`src/rtl/hzoe_pkg.sv`:
```
package hzoe_pkg;

    // Default sizing of the encoder
    localparam int HZOE_MAX_LEVELS = 32;
    localparam int HZOE_COORD_BITS = 16;

    // Fixed field widths
    localparam int COORD_W     = 16;
    localparam int ADDR_W      = 31;
    localparam int LEVEL_W     = 6;
    localparam int LEN_W       = 5;
    localparam int OFFSET_W    = 48;
    localparam int EXT_W       = 16;
    localparam int PATTERN_W   = 64;
    localparam int CFG_INDEX_W = 3;
    localparam int CFG_DATA_W  = 64;

    // Axis selector codes in the level pattern
    localparam logic [1:0] AXIS_X    = 2'd0;
    localparam logic [1:0] AXIS_Y    = 2'd1;
    localparam logic [1:0] AXIS_Z    = 2'd2;
    localparam logic [1:0] AXIS_NONE = 2'd3;

    // Configuration register indexes
    localparam logic [CFG_INDEX_W-1:0] CFG_LEVEL_COUNT  = 3'd0;
    localparam logic [CFG_INDEX_W-1:0] CFG_AXIS_PATTERN = 3'd1;
    localparam logic [CFG_INDEX_W-1:0] CFG_LEVEL_CUTOFF = 3'd2;
    localparam logic [CFG_INDEX_W-1:0] CFG_COLUMN_MAJOR = 3'd3;
    localparam logic [CFG_INDEX_W-1:0] CFG_PATCH_ORIGIN = 3'd4;
    localparam logic [CFG_INDEX_W-1:0] CFG_PATCH_EXTENT = 3'd5;

    // Per-item state handed from cell to cell.
    // found: the first set interleaved bit has been seen (it is dropped);
    // acc/len: address bits gathered after it.
    typedef struct packed {
        logic               found;
        logic [LEN_W-1:0]   len;
        logic [ADDR_W-1:0]  acc;
        logic [COORD_W-1:0] orig_x;
        logic [COORD_W-1:0] orig_y;
        logic [COORD_W-1:0] orig_z;
    } hzoe_track_t;

    // Finished address part of a result
    typedef struct packed {
        logic [ADDR_W-1:0]  addr;
        logic [LEVEL_W-1:0] level;
        logic               skip;
        logic               err;
    } hzoe_head_t;

endpackage

```
`src/rtl/hzoe_cell.sv`:
```
module hzoe_cell #(
    parameter int COORD_BITS = hzoe_pkg::HZOE_COORD_BITS
) (
    input  logic                         clk,
    input  logic                         rst_n,
    input  logic                         adv,
    input  logic                         in_valid,
    input  hzoe_pkg::hzoe_track_t        in_track,
    input  logic [2:0][COORD_BITS-1:0]   in_rem,
    input  logic [1:0]                   sel,
    input  logic                         on,
    output logic                         out_valid,
    output hzoe_pkg::hzoe_track_t        out_track,
    output logic [2:0][COORD_BITS-1:0]   out_rem
);
    import hzoe_pkg::*;

    logic                       valid_reg;
    hzoe_track_t                track_reg;
    hzoe_track_t                track_next;
    logic [2:0][COORD_BITS-1:0] rem_reg;
    logic [2:0][COORD_BITS-1:0] rem_next;
    logic                       take_bit;

    // Take one coordinate bit for this level and fold it into the address
    always_comb
    begin
        track_next = in_track;
        rem_next   = in_rem;
        take_bit   = 1'b0;
        if (on)
        begin
            case (sel)
                AXIS_X:
                begin
                    take_bit         = in_rem[AXIS_X][0];
                    rem_next[AXIS_X] = in_rem[AXIS_X] >> 1;
                end
                AXIS_Y:
                begin
                    take_bit         = in_rem[AXIS_Y][0];
                    rem_next[AXIS_Y] = in_rem[AXIS_Y] >> 1;
                end
                AXIS_Z:
                begin
                    take_bit         = in_rem[AXIS_Z][0];
                    rem_next[AXIS_Z] = in_rem[AXIS_Z] >> 1;
                end
                default:
                begin
                    take_bit = 1'b0;
                end
            endcase
            // leading zeros and the first one are shifted out of the address
            if (in_track.found)
            begin
                track_next.acc = in_track.acc | (ADDR_W'(take_bit) << in_track.len);
                track_next.len = in_track.len + LEN_W'(1);
            end
            else if (take_bit)
            begin
                track_next.found = 1'b1;
            end
        end
    end

    // Occupancy
    always_ff @(posedge clk or negedge rst_n)
    begin
        if (!rst_n)
        begin
            valid_reg <= 1'b0;
        end
        else if (adv)
        begin
            valid_reg <= in_valid;
        end
    end

    // Payload
    always_ff @(posedge clk)
    begin
        if (adv)
        begin
            track_reg <= track_next;
            rem_reg   <= rem_next;
        end
    end

    assign out_valid = valid_reg;
    assign out_track = track_reg;
    assign out_rem   = rem_reg;

endmodule

```
`config.mk`:
```
export PLATFORM = sky130hd
export DESIGN_NAME = hzoe_cell
export DESIGN_NICKNAME = d
export VERILOG_FILES = /design/src/rtl/hzoe_pkg.sv /design/src/rtl/hzoe_cell.sv
export SDC_FILE = /design/constraint.sdc
export NUM_CORES = 1
export LEC_CHECK = 0
export ABC_AREA = 1
export BUFFER_PORTS_ARGS = -buffer_cell sky130_fd_sc_hd__buf_2
export CORE_MARGIN = 2
export CORE_UTILIZATION = 48
export DETAILED_ROUTE_END_ITERATION = 6
export PLACE_DENSITY = 0.95
export SYNTH_ARGS = -nofsm -noshare
export SYNTH_HDL_FRONTEND = slang
export SYNTH_SLANG_ARGS = --single-unit
```
`constraint.sdc`:
```
create_clock -name clk -period 1.4 [get_ports clk]
set_clock_uncertainty 0.05 [all_clocks]
set_input_delay 0.14 -clock clk [delete_from_list [all_inputs] [get_ports clk]]
set_output_delay 0.14 -clock clk [all_outputs]
set_load 0.005 [all_outputs]
```
Yosys cells after proc, flatten, opt, wreduce, memory -nomap -nowiden
Index checks and enable logic that the tools add are counted.

storage, ports and cells
  flip-flop bits (word level) = 134
  bits of input ports = 140
  output and inout bits = 134
  word-level logic and storage cells = 26

operators by class
  $add $sub $neg = 1
  eq/ne operators = 2
  shifts and indexed selects = 1
  muxes and demuxes = 10
  bitwise logic cells = 1
  reduce and logical (&&, ||, !) cells = 1

operator list
  cell                                                                    count
  16-bit 2-to-1 mux                                                       3
  48-bit 2-to-1 mux                                                       1
  37-bit 2-to-1 mux                                                       1
  36-bit 2-to-1 mux                                                       1
  31-bit OR                                                               1
  1-bit by 5-bit left shift with 31-bit output                            1
  5-bit by 1-bit adder with 5-bit output (second input constant)          1
  1-bit 2-to-1 mux                                                        3
  1-bit one-hot mux with 3 select lines                                   1
  2-bit by 1-bit equality test with 1-bit output (second input constant)  1
  2-bit equality test (second input constant)                             1
  2-bit logical NOT                                                       1

Longest topological paths before layout
  word-level depth = 7
  mapped depth = 8
  depth with buffers taken out = 7

Least setup slack after synthesis
OpenSTA, ideal clock, no wires.

  kind = input to register
  from = input port sel[1]
  to = register rem_reg (netlist bit out_rem[16]) (data pin)
  library setup time = 0.260 ns
  arrival = 0.766 ns
  required time = 1.090 ns
  setup slack = 0.324 ns
  stages = 4
  path buffers = 1
  path through = inv_1 nand3_1 buf_2 mux2_2

RTL lines
  element               line             source
  start, declared       hzoe_cell.sv:10  input logic [1:0] sel,
  end signal, assigned  hzoe_cell.sv:86  rem_reg <= rem_next;
  end, declared         hzoe_cell.sv:21  logic [2:0][COORD_BITS-1:0] rem_reg;

==> qor.yml <==
outcome: "complete, no violations"
drc: 0
ctsLongestPathBuffers: 2
avgSynthCellArea_um2: 13.7
max_slew_margin: 0.727
fin_crit_sh: 0.996
total_power_uw: 10500
critPathMaxFanout: 2
grt_start_max_net_pins: 38
dr.pass1.iters: 5
cts-root-buf: "clkbuf_8"
clk_pin_slew_worst_paths_ps: 60
die_w_um: 108
ys.flop_type: "edfxtp_1"
critPathKind: "in2reg"
finalHoldViolCount: 0
worst_hold_startpoint: "in_rem[20]"
required_ps: 1590
cp-start-kind: "input port"
coreArea_um2: 10400
synth_cells: 378
ir_drop_uv: 731
synthArstFlopShare: 0.00746
port_buffers: 273
wl_um: 19500
place.gp.congestion: 0.853
layout-drive-gt1-share: 0.393
p_leak_uw: 0.00403
setup_tns_ps: 0
maxCapViolations: 0
fp.dieArea_um2: 11700
endpoint_kind: "flip-flop"
cts.sinks: 134
grt_pass1_vias: 5405
crit_start: "in_rem[42]"
first_iter_violations: 474
synth_edf_count: 133
postRouteAntennaNets: 0
synth-seq-area-share: 0.774
nFillCells: 504
setup_viol: 0
power_density_nw_per_um2: 1180
grt_util_all_layers: 0.331
io_pins: 274
hold_slack_ps: 45.6
synth_nets: 519
antenna_found_initial: 0
max_freq_mhz: 717
synth.distinct_cells: 21
yosys_warnings: 0
drv_slew: 0
htree_levels: 4
layout_common_cells: "buf_2, dlygate4sd3_1, edfxtp_1"
rows: 37
tightest_slew_ps: 405
layout_commonest_cell: "buf_2"
arrival_ps: 1590
start_util: 0.499
rr_startpoint: "out_valid"
netlist_area_um2: 5190
hpwl_um: 10700
antennaDiodeCount: 0
final.min_clock_period_ps: 1390
min_path_type: "in2reg"
area_growth_pct: 71.5
cts_buffers: 17
overflow: 0
grt_first_pass_wirelength_um: 28400
rsz0062_at_grt: "no"
cts_tree: "built"
wl_per_cell_um: 20.0
ys_ff_latch: 134
clock_latency_ps: 500
via_per_inst: 5.22
die_h_um: 108
nets: 966
vias: 5084
==> timing repair <==
| action | 4_1_cts | 5_1_grt |
|---|---|---|
| gates resized for setup | 0 | 3 |
| endpoints found under the hold margin | 139 | 0 |
| hold buffers | 154 | 0 |
| endpoints found under the setup margin | 0 | 9 |
| setup buffers | 0 | 6 |
==> report_power, final <==
group | internal, uW | total (uW) | switching [uW]
clock | 2500 | 4140 | 1640
sequential | 4800 | 4930 | 129
combinational | 760 | 1430 | 671
==> area by class of cell <==
type / instances / area, um^2 / share of cell area
flip-flops and latches: 134 / 4020 / 0.451
repair buffers: 440 / 3050 / 0.342
multi-input cells: 179 / 922 / 0.104
clock buffers: 17 / 414 / 0.0465
inverters: 53 / 199 / 0.0223
well taps: 136 / 170 / 0.0191
clock inverters: 15 / 135 / 0.0152
==> critical path: stages <==
cell	delay (ps)
dlygate4sd3_1	570
buf_2	150
nand2_1	60
o21ai_0	70
dlygate4sd3_1	600
==> per-stage QoR <==
stage                     cell area, um^2  setup WS, ps  std cells   util
after floorplan                      5190           324        378      -
after global routing                 8910          3.06        974  0.855
after global placement               6810           152        786  0.654
after CTS                            8900          25.9        972  0.854
final                                8910          5.95        974  0.855
after detailed placement             6810          19.4        786  0.654
==> cell families after synthesis <==
logic type | count (synthesis) | share of synthesized area
DFF | 134 | 0.774
and+or+nand+nor | 110 | 0.0947
buffers and inverters | 65 | 0.0494
AOI/OAI and AO/OA | 61 | 0.0667
xor gates and xnor gates | 4 | 0.00674
muxes | 3 | 0.00650
adders and majority gates | 1 | 0.00241
==> worst paths after layout <==
kind	cells past startpoint	slack, ps	to
worst min-delay path	3	50	out_rem[20]
min in group asynchronous	3	420	out_valid
worst max register to register	1	570	out_valid
worst max-delay path	5	6	out_rem[42]
max in group asynchronous	3	770	out_valid
worst min register to register	1	500	out_valid
==> sequential cells by signal (all words and copies together) (netlist names) <==
| name | flops |
|---|---|
| out_rem | 48 |
| out_valid | 1 |
| out_track | 85 |
==> metal layers <==
layer  GRT usage  routed length (um)
met1       0.343                6220
met2       0.591               10300
met3      0.0922                1820
met4       0.209                1110
met5           0                   0
==> synthesized netlist by cell type (3+ instances only) <==
master | number | area [um^2]
mux2_2 | 3 | 33.8
edfxtp_1 | 133 | 3990
xor2_1 | 4 | 35.0
a21oi_1 | 22 | 110
o21bai_1 | 15 | 113
nand3_1 | 24 | 120
o21ai_0 | 23 | 115
clkbuf_1 | 7 | 26.3
nand2_1 | 47 | 176
nand4_1 | 8 | 50.1
inv_1 | 52 | 195
buf_2 | 4 | 20.0
nor2_2 | 3 | 18.8
nor2_1 | 25 | 93.8
Note: power is estimated with default switching activity, not from simulation.
