[src/rtl/hzoe_pkg.sv]
package hzoe_pkg;

    // Default sizing of the encoder
    localparam int HZOE_MAX_LEVELS = 32;
    localparam int HZOE_COORD_BITS = 16;

    // Fixed field widths
    localparam int COORD_W     = 16;
    localparam int ADDR_W      = 31;
    localparam int LEVEL_W     = 6;
    localparam int LEN_W       = 5;
    localparam int OFFSET_W    = 48;
    localparam int EXT_W       = 16;
    localparam int PATTERN_W   = 64;
    localparam int CFG_INDEX_W = 3;
    localparam int CFG_DATA_W  = 64;

    // Axis selector codes in the level pattern
    localparam logic [1:0] AXIS_X    = 2'd0;
    localparam logic [1:0] AXIS_Y    = 2'd1;
    localparam logic [1:0] AXIS_Z    = 2'd2;
    localparam logic [1:0] AXIS_NONE = 2'd3;

    // Configuration register indexes
    localparam logic [CFG_INDEX_W-1:0] CFG_LEVEL_COUNT  = 3'd0;
    localparam logic [CFG_INDEX_W-1:0] CFG_AXIS_PATTERN = 3'd1;
    localparam logic [CFG_INDEX_W-1:0] CFG_LEVEL_CUTOFF = 3'd2;
    localparam logic [CFG_INDEX_W-1:0] CFG_COLUMN_MAJOR = 3'd3;
    localparam logic [CFG_INDEX_W-1:0] CFG_PATCH_ORIGIN = 3'd4;
    localparam logic [CFG_INDEX_W-1:0] CFG_PATCH_EXTENT = 3'd5;

    // Per-item state handed from cell to cell.
    // found: the first set interleaved bit has been seen (it is dropped);
    // acc/len: address bits gathered after it.
    typedef struct packed {
        logic               found;
        logic [LEN_W-1:0]   len;
        logic [ADDR_W-1:0]  acc;
        logic [COORD_W-1:0] orig_x;
        logic [COORD_W-1:0] orig_y;
        logic [COORD_W-1:0] orig_z;
    } hzoe_track_t;

    // Finished address part of a result
    typedef struct packed {
        logic [ADDR_W-1:0]  addr;
        logic [LEVEL_W-1:0] level;
        logic               skip;
        logic               err;
    } hzoe_head_t;

endpackage

[src/rtl/hzoe_offset.sv]
module hzoe_offset (
    input  logic                              clk,
    input  logic                              rst_n,
    input  logic                              adv,
    input  logic                              in_valid,
    input  hzoe_pkg::hzoe_head_t              in_head,
    input  logic [hzoe_pkg::COORD_W-1:0]      orig_x,
    input  logic [hzoe_pkg::COORD_W-1:0]      orig_y,
    input  logic [hzoe_pkg::COORD_W-1:0]      orig_z,
    input  logic                              column_major,
    input  logic [hzoe_pkg::OFFSET_W-1:0]     patch_origin,
    input  logic [hzoe_pkg::OFFSET_W-1:0]     patch_extent,
    output logic                              out_valid,
    output hzoe_pkg::hzoe_head_t              out_head,
    output logic [hzoe_pkg::OFFSET_W-1:0]     offset
);
    import hzoe_pkg::*;

    localparam int DIFF_W = COORD_W + 1;
    localparam int FG_W   = 2 * EXT_W;
    localparam int P1_W   = FG_W + 1 + DIFF_W;
    localparam int P2_W   = EXT_W + 1 + DIFF_W;

    // Stage A signals
    logic signed [DIFF_W-1:0] dx;
    logic signed [DIFF_W-1:0] dy;
    logic signed [DIFF_W-1:0] dz;
    logic [EXT_W-1:0]         ex;
    logic [EXT_W-1:0]         ey;
    logic [EXT_W-1:0]         ez;
    logic [EXT_W-1:0]         f_next;
    logic [FG_W-1:0]          fg_next;
    logic signed [DIFF_W-1:0] do_next;
    logic signed [DIFF_W-1:0] di_next;

    logic                     a_valid_reg;
    hzoe_head_t               a_head_reg;
    logic [FG_W-1:0]          fg_reg;
    logic [EXT_W-1:0]         f_reg;
    logic signed [DIFF_W-1:0] do_reg;
    logic signed [DIFF_W-1:0] dm_reg;
    logic signed [DIFF_W-1:0] di_reg;

    // Stage B signals
    logic signed [P1_W-1:0]   p1_next;
    logic signed [P2_W-1:0]   p2_next;
    logic                     b_valid_reg;
    hzoe_head_t               b_head_reg;
    logic [OFFSET_W-1:0]      p1_reg;
    logic signed [P2_W-1:0]   p2_reg;
    logic signed [DIFF_W-1:0] b_di_reg;

    // Stage C signals
    logic [OFFSET_W-1:0]      offset_next;
    logic                     c_valid_reg;
    hzoe_head_t               c_head_reg;
    logic [OFFSET_W-1:0]      offset_reg;

    // Stage A: origin differences and the extent product
    always_comb
    begin
        dx = $signed({1'b0, orig_x}) - $signed({1'b0, patch_origin[EXT_W-1:0]});
        dy = $signed({1'b0, orig_y}) - $signed({1'b0, patch_origin[2*EXT_W-1:EXT_W]});
        dz = $signed({1'b0, orig_z}) - $signed({1'b0, patch_origin[3*EXT_W-1:2*EXT_W]});
        ex = patch_extent[EXT_W-1:0];
        ey = patch_extent[2*EXT_W-1:EXT_W];
        ez = patch_extent[3*EXT_W-1:2*EXT_W];
        if (column_major)
        begin
            f_next  = ez;
            do_next = dx;
            di_next = dz;
        end
        else
        begin
            f_next  = ex;
            do_next = dz;
            di_next = dx;
        end
        fg_next = f_next * ey;
    end

    // Stage B: the two partial products
    always_comb
    begin
        p1_next = $signed({1'b0, fg_reg}) * do_reg;
        p2_next = $signed({1'b0, f_reg}) * dm_reg;
    end

    // Stage C: final sum modulo the offset width
    always_comb
    begin
        offset_next = p1_reg
                    + {{(OFFSET_W-P2_W){p2_reg[P2_W-1]}}, p2_reg}
                    + {{(OFFSET_W-DIFF_W){b_di_reg[DIFF_W-1]}}, b_di_reg};
    end

    // Stage occupancy
    always_ff @(posedge clk or negedge rst_n)
    begin
        if (!rst_n)
        begin
            a_valid_reg <= 1'b0;
            b_valid_reg <= 1'b0;
            c_valid_reg <= 1'b0;
        end
        else if (adv)
        begin
            a_valid_reg <= in_valid;
            b_valid_reg <= a_valid_reg;
            c_valid_reg <= b_valid_reg;
        end
    end

    // Stage payloads
    always_ff @(posedge clk)
    begin
        if (adv)
        begin
            a_head_reg <= in_head;
            fg_reg     <= fg_next;
            f_reg      <= f_next;
            do_reg     <= do_next;
            dm_reg     <= dy;
            di_reg     <= di_next;

            b_head_reg <= a_head_reg;
            p1_reg     <= p1_next[OFFSET_W-1:0];
            p2_reg     <= p2_next;
            b_di_reg   <= di_reg;

            c_head_reg <= b_head_reg;
            offset_reg <= offset_next;
        end
    end

    assign out_valid = c_valid_reg;
    assign out_head  = c_head_reg;
    assign offset    = offset_reg;

endmodule

[config.mk]
export PLATFORM = sky130hd
export DESIGN_NAME = hzoe_offset
export DESIGN_NICKNAME = d
export VERILOG_FILES = /design/src/rtl/hzoe_pkg.sv /design/src/rtl/hzoe_offset.sv
export SDC_FILE = /design/constraint.sdc
export NUM_CORES = 2
export LEC_CHECK = 0
export BUFFER_PORTS_ARGS = -buffer_cell sky130_fd_sc_hd__buf_4
export CAP_MARGIN = 30
export CORE_ASPECT_RATIO = 1.25
export CORE_MARGIN = 2
export CORE_UTILIZATION = 30
export DETAILED_ROUTE_END_ITERATION = 8
export HOLD_SLACK_MARGIN = 0.05
export PLACE_DENSITY_LB_ADDON = 0.1
export SYNTH_ARGS = -nofsm -noshare
export SYNTH_HDL_FRONTEND = slang
export SYNTH_SLANG_ARGS = --single-unit
[constraint.sdc]
create_clock -name clk -period 6.8 [get_ports clk]
set_input_delay 0.34 -clock clk [delete_from_list [all_inputs] [get_ports clk]]
set_output_delay 0.34 -clock clk [all_outputs]
set_load 0.03 [all_outputs]
Word level (Yosys, flattened, before mapping) --
Index checks and enable logic that the tools add are counted.
Operators by class: multipliers 3, muxes and demuxes 3, div/mod/pow operators 0, order comparisons 0, bitwise gates (word level) 0, equal/unequal tests 0, add/sub/neg operators 5, reduce and logical (&&, ||, !) cells 0, shift-type cells 0
Operators by type and width (number):
- 48-bit adder | 2
- 16-bit by 16-bit subtractor with 17-bit output | 3
- 33-bit by 17-bit multiplier with 48-bit output | 1
- 17-bit by 17-bit multiplier with 34-bit output | 1
- 17-bit 2-to-1 mux | 2
- 16-bit by 16-bit multiplier with 32-bit output | 1
- 16-bit 2-to-1 mux | 1
Storage, ports and cells: memory bits (read-only) 0, output and inout bits 88, memory bits (writable) 0, memories kept 0, bits in latches 0, register bits after elaboration 366

Longest topological paths before layout --
depth after elaboration 2, mapped depth 26, mapped depth without buffers 24

Worst setup path after synthesis --
Ideal clock, no wire load.
path kind input port to flip-flop, start in column_major, end reg fg_reg[31], data pin, data arrival time 6362 ps, setup slack 174 ps, buffers on the path 2, setup time 264 ps, stages 22, cell sequence clkbuf_1 -> mux2_2 -> clkbuf_1 -> and2_1 -> fa_1 -> inv_1 -> fa_1 -> fa_1 -> fa_1 -> inv_1 -> fa_1 -> fa_1 -> ha_1 -> o21ai_0 -> nor2_1 -> nor4_1 -> o21ai_1 -> a311o_1 -> a221o_1 -> a31oi_1 -> o31ai_1 -> xnor2_1
Between the ends: word-level cells in the longest chain between the ends 2
RTL lines:
- from (decl) | line hzoe_offset.sv:10 | input logic column_major,
- 16-bit 2-to-1 mux | line hzoe_offset.sv:68 | if (column_major)
- via f_next[5] | line hzoe_offset.sv:31 | logic [EXT_W-1:0] f_next;
- 16-bit by 16-bit multiplier with 32-bit output | line hzoe_offset.sv:80 | fg_next = f_next * ey;
- via fg_next[31] | line hzoe_offset.sv:32 | logic [FG_W-1:0] fg_next;
- to (signal assigned) | line hzoe_offset.sv:121 | fg_reg <= fg_next;
- to (decl) | line hzoe_offset.sv:38 | logic [FG_W-1:0] fg_reg;
The timed path passes the listed nets, and every way through them passes these cells. A chain may end at the register's enable or synchronous reset.

Worst setup path in the final report --
start reg f_reg[13], end reg p2_reg[33], data pin
Between the ends: word-level cells in the longest chain between the ends 1
RTL lines:
- from (decl) | line hzoe_offset.sv:39 | logic [EXT_W-1:0] f_reg;
- from (signal assigned) | line hzoe_offset.sv:122 | f_reg <= f_next;
- 17-bit by 17-bit multiplier with 34-bit output | line hzoe_offset.sv:87 | p2_next = $signed({1'b0, f_reg}) * dm_reg;
- via p2_next[33] | line hzoe_offset.sv:46 | logic signed [P2_W-1:0] p2_next;
- to (signal assigned) | line hzoe_offset.sv:129 | p2_reg <= p2_next;
- to (decl) | line hzoe_offset.sv:50 | logic signed [P2_W-1:0] p2_reg;
The timed path passes the listed nets, and every way through them passes these cells.

==> impl_metrics.yaml <==
yosys:
  ys.warnings.count: 0
  avgSynthCellArea_um2: 9.97
  synth-simple-area-share_pct: 13.5
  synthMuxAreaShare_pct: 0.835
  synth_fa_ha_area_share_pct: 45.6
  async_reset_ff_share_pct: 0.820
  synth_compound_area_share_pct: 6.70
  ys_seq_area_share_pct: 20.9
  netlist_area_um2: 52600
  synth_edf_count: 363
  synth-xor-area-share_pct: 3.03
  synth-main-ff-cell: "edfxtp_1"
  synth-seq-cells: 366
  syn_nets: 6842
  synth_cell_types: 74
  synth_top_family_by_area: "adder cells"
  synthCells: 5278
cells_and_area:
  fin_cells: 8145
  layout_commonest_cell: "inv_1"
  filler_cell_count: 17884
  final_util_pct: 35.6
  nNetsFinal: 7329
  area_growth_pct: 17.8
  final_design_area_no_fill_um2: 61900
  mostFrequentLayoutCells: "inv_1, fa_1, nand2_1"
  drive_above_1_share_pct: 12.8
placement:
  place_hpwl_mm: 125
  io_buffers: 275
  dpl_cell_area_um2: 59300
  dpl.cell_count: 7971
  routabilityCongestion: 0.829
grt:
  overflow: 0
  grt_max_degree: 172
  grt_pass1_vias: 40235
  globalRouteTotalUtil_pct: 17.1
  grt_pass1_wl_mm: 236
  antenna_found_initial: 6
worst_hold_path:
  hold_path.class: "input pin to flop"
  min_to: "dm_reg[1]"
  min_path_cells: 3
  hp-start: "patch_origin[17]"
route:
  drc: 0
  final_antenna_net_count: 0
  num_vias: 36993
  drt-vias-per-instance: 4.54
  wl_per_cell_um: 18.5
  first_pass_iters: 7
  routed_wl_mm: 151
  drt_iter0_markers: 1722
timing:
  clock_skew_ps: 38.5
  finalSetupViolCount: 0
  worst_pin_slew_ps: 974
  rsz0062_at_grt: "true"
  clock.fmax_mhz: 151
  fin_crit_ps: 6640
  relSlewSlack_pct: 35.1
  setup_tns_ps: 0
  hold_violations: 0
  fin_crit_sh_pct: 97.7
  drv_slew: 0
worst_setup_path:
  cp.required_ps: 7210
  reg2reg_depth: 22
  worstPathMaxFanout: 6
  end_kind: "flop"
  r2r_setup_slack_ps: 160
  criticalPathCategory: "flop to flop"
  reg2reg_from: "f_reg[13]"
  r2r-end: "p2_reg[33]"
  cp.arrival_ps: 7050
  worst_setup_path_start_kind: "flop"
cts:
  cts.sinks: 366
  cts_tree: "done"
  clk_pin_slew_ps: 60
  cts_inserted_buffers: 49
  cts-root-to-sink-buffers: 3
  htreeDepth: 2
  root_buffer: "clkbuf_16"
  worstSkewPairLatency_ps: 670
floorplanning:
  io_pins: 276
  num_rows: 171
  fp.dieW_um: 379
  core_area_um2: 174000
  dieArea_um2: 179000
  initial_core_util_pct: 30.2
  die_height_um: 472
flow_run:
  cap_violations: 0
run_status:
  status: "finished, final reports clean"
## per-stage QoR
step | setup WS (ps) | hold slack, ps
global route | -75.4 | 108
detailed placement | -236 | 132
CTS | -31.0 | 71.6
global placement | -268 | 130
floorplan | 174 | 44.4
finish | 160 | 129
## cell type report
type	instances	area, um^2	area share [%]
multi-input combinational	3597	36800	59.3
sequential	366	11000	17.7
timing repair buffer	627	5390	8.70
inverter	1124	4220	6.81
tap	2335	2920	4.72
clock buffer	54	1240	2.01
clock inverter	38	430	0.695
antenna	4	10.0	0.0162
## worst max-delay path by stage
stage	end	slack (ps)	from	cells past startpoint
after floorplan	fg_reg[31]	170	column_major	22
after global placement	p2_reg[33]	-270	f_reg[6]	22
after detailed placement	p2_reg[33]	-240	f_reg[9]	23
after CTS	p1_reg[32]	-30	fg_reg[12]	23
after global routing	p2_reg[33]	-80	f_reg[10]	24
final	p2_reg[33]	160	f_reg[13]	22
## kinds of logic (layout without fill, tap and decap cells)
family / count (synthesis) / after routing
XOR/XNOR: 182 / 182
flip-flops: 366 / 366
multiplexers: 40 / 40
AO/OA/AOI/OAI: 539 / 539
buffers and inverters: 1315 / 1843
AND/OR/NAND/NOR: 1460 / 1460
adder cells (fa/ha/maj): 1376 / 1376
other: 0 / 4
## routing by layer
metal | part of all wire, % | global-route usage, %
met5 | 0 | 0
met4 | 2.1 | 3.76
met3 | 3.0 | 1.43
met2 | 50 | 30.3
met1 | 45 | 22.4
## cell usage after synthesis, drive strengths merged, types with 38 or more instances
cell type,n,share of area (%)
xnor2,134,2.2
clkbuf,182,1.3
xor2,48,0.80
a21oi,175,1.7
nor2,116,0.83
o21ai,86,0.83
edfxtp,363,21
nand2b,38,0.45
nand2,671,4.8
and2,471,5.6
fa,903,34
inv,1124,8.0
a21o,83,1.2
ha,473,11
## worst max-delay path, cell delays in order (launching register included)
cell and delay [ps]:
edfxtp_1 570, nand2_1 150, fa_1 550, inv_1 70, fa_1 530, inv_1 60
fa_1 500, inv_1 60, fa_2 600, inv_1 60, fa_1 490, inv_1 60
fa_1 480, ha_2 310, and3_4 190, a221oi_2 250, o221ai_1 160, or3_4 370
o21ai_4 180, a311oi_2 150, a311o_1 400, a21oi_2 150, xnor2_1 80
## what timing repair did
action,CTS,global route
setup endpoints to repair,7,19
hold buffers,43,0
setup buffers,17,18
hold endpoints to repair,44,0
pin swaps,0,5
gates resized for setup,1,22
Power is not shown: default switching activity piles up to over one toggle a cycle in this logic, so the estimate is an artifact.
